===== src/rtl/round_robin_task_slot_scheduler_unit_defines.svh =====
// Assertion macros for the round-robin task slot scheduler
`ifndef ROUND_ROBIN_TASK_SLOT_SCHEDULER_UNIT_DEFINES_SVH
`define ROUND_ROBIN_TASK_SLOT_SCHEDULER_UNIT_DEFINES_SVH

// same-cycle implication
`define RRTS_ASSERT_SAME(label, clk, rst, ante, cons, msg) \
  label: assert property (@(posedge clk) disable iff (rst) (ante) |-> (cons)) \
    else $error(msg);

// next-cycle implication
`define RRTS_ASSERT_NEXT(label, clk, rst, ante, cons, msg) \
  label: assert property (@(posedge clk) disable iff (rst) (ante) |=> (cons)) \
    else $error(msg);

`endif


===== src/rtl/rrts_pkg.sv =====
// Package: types, codes and helpers of the round-robin task slot scheduler
`timescale 1ns / 1ps
package rrts_pkg;

  localparam int TASK_SLOTS = 16;
  localparam int SLOT_W     = (TASK_SLOTS > 1) ? $clog2(TASK_SLOTS) : 1;
  localparam int IDX_W      = 4;
  localparam int ADDR_W     = 48;
  localparam int OP_W       = 2;
  localparam int STATUS_W   = 2;
  localparam int WIDE_W     = (SLOT_W > IDX_W) ? SLOT_W : IDX_W;

  localparam logic [SLOT_W-1:0] LAST_SLOT = SLOT_W'(TASK_SLOTS - 1);

  localparam logic [OP_W-1:0] OP_SPAWN  = 2'd0;
  localparam logic [OP_W-1:0] OP_SWITCH = 2'd1;
  localparam logic [OP_W-1:0] OP_EXIT   = 2'd2;

  localparam logic [STATUS_W-1:0] STATUS_OK         = 2'd0;
  localparam logic [STATUS_W-1:0] STATUS_NO_FREE    = 2'd1;
  localparam logic [STATUS_W-1:0] STATUS_NO_READY   = 2'd2;
  localparam logic [STATUS_W-1:0] STATUS_NO_CURRENT = 2'd3;

  typedef enum logic [1:0] {
    SLOT_EMPTY   = 2'd0,
    SLOT_READY   = 2'd1,
    SLOT_RUNNING = 2'd2,
    SLOT_EXITED  = 2'd3
  } slot_state_t;

  typedef struct packed {
    logic [OP_W-1:0]   operation;
    logic [ADDR_W-1:0] entry_address;
  } in_t;

  typedef struct packed {
    logic [STATUS_W-1:0] status;
    logic [IDX_W-1:0]    task_index;
    logic [ADDR_W-1:0]   task_entry;
    logic                switched;
  } out_t;

  typedef struct packed {
    logic capture;
    logic commit;
    logic pop;
  } cmd_t;

  typedef struct packed {
    logic out_valid;
  } sts_t;

  function automatic logic [IDX_W-1:0] to_index(input logic [SLOT_W-1:0] slot);
    logic [WIDE_W-1:0] wide;
    wide = WIDE_W'(slot);
    return wide[IDX_W-1:0];
  endfunction

endpackage


===== src/rtl/round_robin_task_slot_scheduler_unit.sv =====
// Top level of the round-robin task slot scheduler.
// An accepted transaction is captured into the operand registers, then committed
// to the slot table and the output register; the commit waits while an earlier
// result is still pending. The slot search is combinational; the controller holds
// one transaction at a time and takes no new one until the last is committed.
// Reset: synchronous; all slots empty, no current task, no result pending.
`timescale 1ns / 1ps
`include "round_robin_task_slot_scheduler_unit_defines.svh"
module round_robin_task_slot_scheduler_unit (
  input  logic           clk,
  input  logic           rst,
  input  logic           in_valid,
  output logic           in_ready,
  input  rrts_pkg::in_t  in_data,
  output logic           out_valid,
  input  logic           out_ready,
  output rrts_pkg::out_t out_data
);

  rrts_pkg::cmd_t cmd;
  rrts_pkg::sts_t sts;

  rrts_ctrl u_ctrl (
    .clk       (clk),
    .rst       (rst),
    .in_valid  (in_valid),
    .in_ready  (in_ready),
    .out_ready (out_ready),
    .sts       (sts),
    .cmd       (cmd)
  );

  rrts_datapath u_datapath (
    .clk      (clk),
    .rst      (rst),
    .cmd      (cmd),
    .sts      (sts),
    .in_data  (in_data),
    .out_data (out_data)
  );

  assign out_valid = sts.out_valid;

  `RRTS_ASSERT_NEXT(a_one_in_flight, clk, rst, in_valid && in_ready, !in_ready, "transaction accepted while busy")
  `RRTS_ASSERT_SAME(a_fail_clean, clk, rst, out_valid && (out_data.status != rrts_pkg::STATUS_OK), (out_data.task_index == '0) && (out_data.task_entry == '0) && !out_data.switched, "failed result carries data")
  `RRTS_ASSERT_SAME(a_switch_ok, clk, rst, out_valid && out_data.switched, out_data.status == rrts_pkg::STATUS_OK, "switch reported with error status")
  `RRTS_ASSERT_SAME(a_result_source, clk, rst, out_valid && !$past(out_valid), !$past(in_ready), "result without a transaction in work")

endmodule


===== src/rtl/rrts_datapath.sv =====
// Datapath: slot table, entry memory, slot search and result register
`timescale 1ns / 1ps
module rrts_datapath (
  input  logic          clk,
  input  logic          rst,
  input  rrts_pkg::cmd_t cmd,
  output rrts_pkg::sts_t sts,
  input  rrts_pkg::in_t  in_data,
  output rrts_pkg::out_t out_data
);

  rrts_pkg::slot_state_t             slot_state [rrts_pkg::TASK_SLOTS];
  logic [rrts_pkg::ADDR_W-1:0]       slot_entry [rrts_pkg::TASK_SLOTS];
  logic                              cur_valid;
  logic [rrts_pkg::SLOT_W-1:0]       cur_slot;

  logic [rrts_pkg::OP_W-1:0]         op;
  logic [rrts_pkg::ADDR_W-1:0]       addr;

  logic                              free_found;
  logic [rrts_pkg::SLOT_W-1:0]       free_idx;
  logic                              ready_found;
  logic [rrts_pkg::SLOT_W-1:0]       ready_idx;
  logic [rrts_pkg::SLOT_W-1:0]       start;
  logic [rrts_pkg::SLOT_W:0]         pos;

  logic [rrts_pkg::STATUS_W-1:0]     res_status;
  logic [rrts_pkg::IDX_W-1:0]        res_index;
  logic                              res_switched;

  logic                              out_valid;
  logic [rrts_pkg::STATUS_W-1:0]     out_status;
  logic [rrts_pkg::IDX_W-1:0]        out_index;
  logic                              out_switched;
  logic [rrts_pkg::ADDR_W-1:0]       rdata;

  always_ff @(posedge clk) begin
    if (cmd.capture) begin
      op   <= in_data.operation;
      addr <= in_data.entry_address;
    end
  end

  always_comb begin
    free_found = 1'b0;
    free_idx   = '0;
    for (int i = rrts_pkg::TASK_SLOTS - 1; i >= 0; i--) begin
      if (slot_state[i] == rrts_pkg::SLOT_EMPTY || slot_state[i] == rrts_pkg::SLOT_EXITED) begin
        free_found = 1'b1;
        free_idx   = rrts_pkg::SLOT_W'(i);
      end
    end
  end

  always_comb begin
    if (!cur_valid || cur_slot == rrts_pkg::LAST_SLOT) begin
      start = '0;
    end else begin
      start = cur_slot + 1'b1;
    end
  end

  always_comb begin
    ready_found = 1'b0;
    ready_idx   = '0;
    pos         = '0;
    for (int k = rrts_pkg::TASK_SLOTS - 1; k >= 0; k--) begin
      pos = {1'b0, start} + (rrts_pkg::SLOT_W + 1)'(k);
      if (pos >= (rrts_pkg::SLOT_W + 1)'(rrts_pkg::TASK_SLOTS)) begin
        pos = pos - (rrts_pkg::SLOT_W + 1)'(rrts_pkg::TASK_SLOTS);
      end
      if (slot_state[pos[rrts_pkg::SLOT_W-1:0]] == rrts_pkg::SLOT_READY) begin
        ready_found = 1'b1;
        ready_idx   = pos[rrts_pkg::SLOT_W-1:0];
      end
    end
  end

  always_comb begin
    res_status   = rrts_pkg::STATUS_OK;
    res_index    = '0;
    res_switched = 1'b0;
    unique case (op)
      rrts_pkg::OP_SPAWN: begin
        if (free_found) begin
          res_index = rrts_pkg::to_index(free_idx);
        end else begin
          res_status = rrts_pkg::STATUS_NO_FREE;
        end
      end
      rrts_pkg::OP_SWITCH: begin
        if (ready_found) begin
          res_index    = rrts_pkg::to_index(ready_idx);
          res_switched = 1'b1;
        end else begin
          res_status = rrts_pkg::STATUS_NO_READY;
        end
      end
      rrts_pkg::OP_EXIT: begin
        if (!cur_valid) begin
          res_status = rrts_pkg::STATUS_NO_CURRENT;
        end
      end
      default: begin
      end
    endcase
  end

  always_ff @(posedge clk) begin
    if (rst) begin
      for (int i = 0; i < rrts_pkg::TASK_SLOTS; i++) begin
        slot_state[i] <= rrts_pkg::SLOT_EMPTY;
      end
      cur_valid <= 1'b0;
      cur_slot  <= '0;
    end else if (cmd.commit) begin
      unique case (op)
        rrts_pkg::OP_SPAWN: begin
          if (free_found) begin
            slot_state[free_idx] <= rrts_pkg::SLOT_READY;
          end
        end
        rrts_pkg::OP_SWITCH: begin
          if (ready_found) begin
            if (cur_valid) begin
              slot_state[cur_slot] <= rrts_pkg::SLOT_READY;
            end
            slot_state[ready_idx] <= rrts_pkg::SLOT_RUNNING;
            cur_slot  <= ready_idx;
            cur_valid <= 1'b1;
          end
        end
        rrts_pkg::OP_EXIT: begin
          if (cur_valid) begin
            slot_state[cur_slot] <= rrts_pkg::SLOT_EXITED;
            cur_valid <= 1'b0;
            cur_slot  <= '0;
          end
        end
        default: begin
        end
      endcase
    end
  end

  always_ff @(posedge clk) begin
    if (cmd.commit && op == rrts_pkg::OP_SPAWN && free_found) begin
      slot_entry[free_idx] <= addr;
    end
  end

  always_ff @(posedge clk) begin
    if (cmd.commit && op == rrts_pkg::OP_SWITCH && ready_found) begin
      rdata <= slot_entry[ready_idx];
    end
  end

  always_ff @(posedge clk) begin
    if (rst) begin
      out_valid <= 1'b0;
    end else if (cmd.commit) begin
      out_valid <= 1'b1;
    end else if (cmd.pop) begin
      out_valid <= 1'b0;
    end
  end

  always_ff @(posedge clk) begin
    if (cmd.commit) begin
      out_status   <= res_status;
      out_index    <= res_index;
      out_switched <= res_switched;
    end
  end

  assign sts.out_valid       = out_valid;
  assign out_data.status     = out_status;
  assign out_data.task_index = out_index;
  assign out_data.task_entry = out_switched ? rdata : '0;
  assign out_data.switched   = out_switched;

endmodule


===== src/rtl/rrts_ctrl.sv =====
// Controller: state machine that sequences capture, commit and result handoff
`timescale 1ns / 1ps
module rrts_ctrl (
  input  logic           clk,
  input  logic           rst,
  input  logic           in_valid,
  output logic           in_ready,
  input  logic           out_ready,
  input  rrts_pkg::sts_t sts,
  output rrts_pkg::cmd_t cmd
);

  typedef enum logic [1:0] {
    S_IDLE = 2'b01,
    S_EXEC = 2'b10
  } state_t;

  state_t state;
  state_t state_next;

  assign in_ready    = (state == S_IDLE);
  assign cmd.capture = in_ready && in_valid;
  assign cmd.commit  = (state == S_EXEC) && (!sts.out_valid || out_ready);
  assign cmd.pop     = sts.out_valid && out_ready;

  always_comb begin
    state_next = state;
    unique case (state)
      S_IDLE: begin
        if (cmd.capture) begin
          state_next = S_EXEC;
        end
      end
      S_EXEC: begin
        if (cmd.commit) begin
          state_next = S_IDLE;
        end
      end
      default: begin
        state_next = S_IDLE;
      end
    endcase
  end

  always_ff @(posedge clk) begin
    if (rst) begin
      state <= S_IDLE;
    end else begin
      state <= state_next;
    end
  end

endmodule

===== config.mk =====
export PLATFORM = sky130hd
export DESIGN_NAME = round_robin_task_slot_scheduler_unit
export DESIGN_NICKNAME = d
export VERILOG_FILES = /design/src/rtl/rrts_pkg.sv /design/src/rtl/round_robin_task_slot_scheduler_unit.sv /design/src/rtl/rrts_datapath.sv /design/src/rtl/rrts_ctrl.sv
export VERILOG_INCLUDE_DIRS = /design/src /design/src/rtl
export SDC_FILE = /design/constraint.sdc
export NUM_CORES = 1
export LEC_CHECK = 0
export ABC_AREA = 1
export BUFFER_PORTS_ARGS = -buffer_cell sky130_fd_sc_hd__buf_2
export CAP_MARGIN = 15
export CORE_ASPECT_RATIO = 1.1
export CORE_MARGIN = 4
export CORE_UTILIZATION = 50
export DETAILED_ROUTE_END_ITERATION = 8
export PLACE_DENSITY = 0.66
export SLEW_MARGIN = 20
export SYNTH_ARGS = -nofsm -noshare
export SYNTH_HDL_FRONTEND = slang
export SYNTH_HIERARCHICAL = 1
export SYNTH_SLANG_ARGS = --single-unit

===== constraint.sdc =====
create_clock -name clk -period 16 [get_ports clk]
set_input_delay 1.6 -clock clk [delete_from_list [all_inputs] [get_ports clk]]
set_output_delay 1.6 -clock clk [all_outputs]
set_load 0.02 [all_outputs]

==> results.txt <==
Post-CTS setup buffer count - 0
Gate power share - 1.5%
Post-Route WL - 108,000 µm
Clk network pwr share - 43.6%
Antenna-violating nets left - 0
PD cells - 107 nW/µm²
Timing endpoint of the critical path - u_datapath/rdata[4]
Min-delay worst type - reg2reg
Die area - 86,900 µm²
Final setup fails - 0
Antenna Cells - 0
Die width - 281 µm
Status - complete, no violations
Clock root buffer - clkbuf_16
M3 GR Usage - 2.93%
Simple-gate area share of the yosys netlist - 27.4%
Synth Flop Type - edfxtp_1
DRT iter0 DRCs - 2,913
Part of the power in registers - 54.9%
FF+latch count, synth - 913
# rows - 110
Hold path start - u_datapath/sts
Layout area overhead - 10.3%
Reg2reg end - u_datapath/rdata[4]
Int Power - 3.89 mW
Avg Cell Area, Syn - 9.70 µm²
Max rail drop VDD - 0.0739 mV
Post-Synthesis Cell Area - 41,100 µm²
Ys Warns - 6
Synth Area in Compound Gates - 1.74%
Nets@finish - 4,306
Final GP Congestion - 0.899
Slew Viols, Final - 0
Drt drc - 0
Total core area - 81,800 µm²
GR Overflow Total - 0
Crit path arrival time - 8530 ps
CTS tree - built
Met1 usage - 34.0%
Num CTS Buffers - 91
H-tree levels - 3
Adder-Cell Fraction of Synth Area - 0.243%
Share of post-route cells with drive strength above 1 - 7.97%
Drt wl/cell - 20.0 µm
Worst-margin pin slew - 1210 ps
Clock Sinks - 913
Critical R2R Launch - u_datapath/cur_slot[0]
Worst-path maximum fanout - 208
Post-DP HPWL - 50,800 µm
Mux cell area share after synthesis - 0%
Largest family of logic cells by synthesized area - simple AND/OR/NAND/NOR gates
Clk buf depth - 3
Top Usage Layer GRT - met2
First-pass GRT wire length - 164,000 µm
Non-Filler Instances - 5,381
PnR Total Power - 4.85 mW
GRT Resource Usage Total - 24.6%
Worst path slowest cell - nand2_4
Initial DRT Pass Iterations - 5
IO buf count - 110
Post-Synth XOR/XNOR Area - 0.587%
Die height - 309 µm
Period utilisation layout - 50.8%
Critical Path RT - 16,390 ps
Async SR Flop Fraction - 0%
P_leak - 18.9 nW
Drt via density - 5.49
Hold-fix buffers, CTS - 0
Switching Power - 0.960 mW
M2 GR Usage - 40.6%
Initial Utilization - 50.3%
CP dominant cell by count - nand2_1
Most common cell after layout, fill and taps aside - nand2_1
Clk pin slew, worst setup/hold paths - 60 ps
Crit-path max cell delay - 750 ps
Synth unique cells - 42
Final worst clock skew - 22.6 ps
CP Launch Point - u_datapath/cur_slot[0]
Setup TNS Final - 0 ps
Largest net degree at the start of global routing - 209
Seq/Total Area, Yosys - 65.7%
Startpoint types - flip-flop
Initial antenna violation count - 0
Hold Path Depth - 2
Vias in the first global route - 27,700
Slew margin rel. - 19.0%
Vias post-DR - 29,500
Post-Place Cells - 5,214
Max-cap viol count - 0
I/O pin cnt - 111
F_max - 0.123 GHz
FF-to-FF setup slack - 7870 ps
Most frequent cells in the layout - nand2_1, edfxtp_1, nand3_1
Tmin final - 8130 ps
Final Hold Fails - 0
Cts repair resizes - 0
CP Class - reg2reg
Syn_nets - 4,301
Sw Share - 19.8%
Worst-Skew Late Latency - 640 ps
CP Capture Type - flip-flop
Post-Syn Instances - 4,239
EDFF count, synth - 873
R2R depth - 33
RSZ-0062 raised after global routing - false
## cells in the mapped netlist, types with 2 or more instances
| cell type | count | area, µm² |
|---|---|---|
| nand2_1 | 2096 | 7870 |
| edfxtp_1 | 873 | 26200 |
| nand3_1 | 539 | 2700 |
| inv_1 | 140 | 526 |
| buf_2 | 107 | 536 |
| clkbuf_1 | 92 | 345 |
| nor2_1 | 72 | 270 |
| a21oi_1 | 44 | 220 |
| dfxtp_1 | 40 | 801 |
| nand4_1 | 35 | 219 |
| o21ai_0 | 23 | 115 |
| buf_4 | 21 | 158 |
| o21ai_1 | 21 | 105 |
| inv_2 | 18 | 67.6 |
| xor2_1 | 18 | 158 |
| buf_6 | 12 | 135 |
| a31oi_1 | 8 | 50.1 |
| ha_1 | 8 | 100 |
| buf_1 | 7 | 26.3 |
| nor3_1 | 7 | 35.0 |
| nand2_2 | 5 | 31.3 |
| nand3_2 | 5 | 50.1 |
| o21bai_1 | 5 | 37.5 |
| o22ai_1 | 5 | 31.3 |
| nor2_2 | 4 | 25.0 |
| o211ai_1 | 4 | 30.0 |
| o32ai_1 | 4 | 35.0 |
| xnor2_1 | 4 | 35.0 |
| a21oi_2 | 3 | 26.3 |
| a22oi_1 | 2 | 15.0 |
| and2_1 | 2 | 12.5 |
| nor2_4 | 2 | 22.5 |
| nor4_1 | 2 | 12.5 |
| o21a_1 | 2 | 15.0 |
| xor2_2 | 2 | 32.5 |
## metal layers
metal	vias to the layer above	wire [µm]
met5	-	0
met4	0	3390
met3	230	6910
met2	1092	51300
met1	14100	46300
li1	14100	-
## cell type report
| cell class | count | area, µm² |
|---|---|---|
| Multi-Input combinational cell | 2928 | 12500 |
| Fill cell | 7105 | 36400 |
| Clock buffer | 121 | 2480 |
| Inverter | 159 | 598 |
| Sequential cell | 913 | 27000 |
| Timing Repair Buffer | 151 | 945 |
| Tap cell | 1064 | 1330 |
| Clock inverter | 45 | 483 |
## how the worst min path moves through the flow
stage / slack [ps] / endpoint
detailed placement: 490 / u_datapath/sts
global route: 530 / u_datapath/sts
floorplan: 500 / u_datapath/cur_slot[1]
CTS: 500 / u_datapath/sts
global placement: 470 / u_datapath/sts
finish: 500 / u_datapath/sts
## logic make-up (layout without fill, tap and decap cells)
logic type	count (synthesis)	count (layout)
compound gates	125	125
xor+xnor	25	25
fa+ha+maj	8	8
buf+inv	398	476
flops	913	913
simple gates	2770	2770
## state kept, by name, summed over array words and instances (netlist names)
register / cells
u_ctrl/state: 2
u_datapath/addr: 48
u_datapath/cur_slot: 4
u_datapath/cur_valid: 1
u_datapath/op: 2
u_datapath/out_index: 4
u_datapath/out_status: 2
u_datapath/out_switched: 1
u_datapath/rdata: 48
u_datapath/slot_entry: 768
u_datapath/slot_state: 32
u_datapath/sts: 1
## per-stage QoR
stage | hold WS [ps] | utilization (%) | cell area (µm²) | worst slack (ps)
after floorplan | 496 | - | 41100 | 10700
after global placement | 470 | 51.8 | 42400 | 8130
after detailed placement | 492 | 51.8 | 42400 | 8030
after CTS | 502 | 55.5 | 45300 | 7990
after global routing | 530 | 55.5 | 45400 | 7110
final | 495 | 55.5 | 45400 | 7870
## worst max-delay path, delay by kind of cell (launching register included)
kind                       cells  cell delay (ps)
buffers and inverters          6             1800
and+or+nand+nor               23             3900
AOI/OAI and AO/OA              2              490
adders and majority gates      2              900
DFF                            1              400
## power by group through the flow
stage               Sequential (mW)  Clock, mW  Combinational, mW
CTS                            2.66       2.15             0.0709
floorplan                      2.70          0             0.0445
global route                   2.67       2.26             0.0790
global placement               2.71          0             0.0701
detailed placement             2.71          0             0.0707
finish                         2.66       2.12             0.0705
Note: power is estimated with default switching activity, not from simulation.
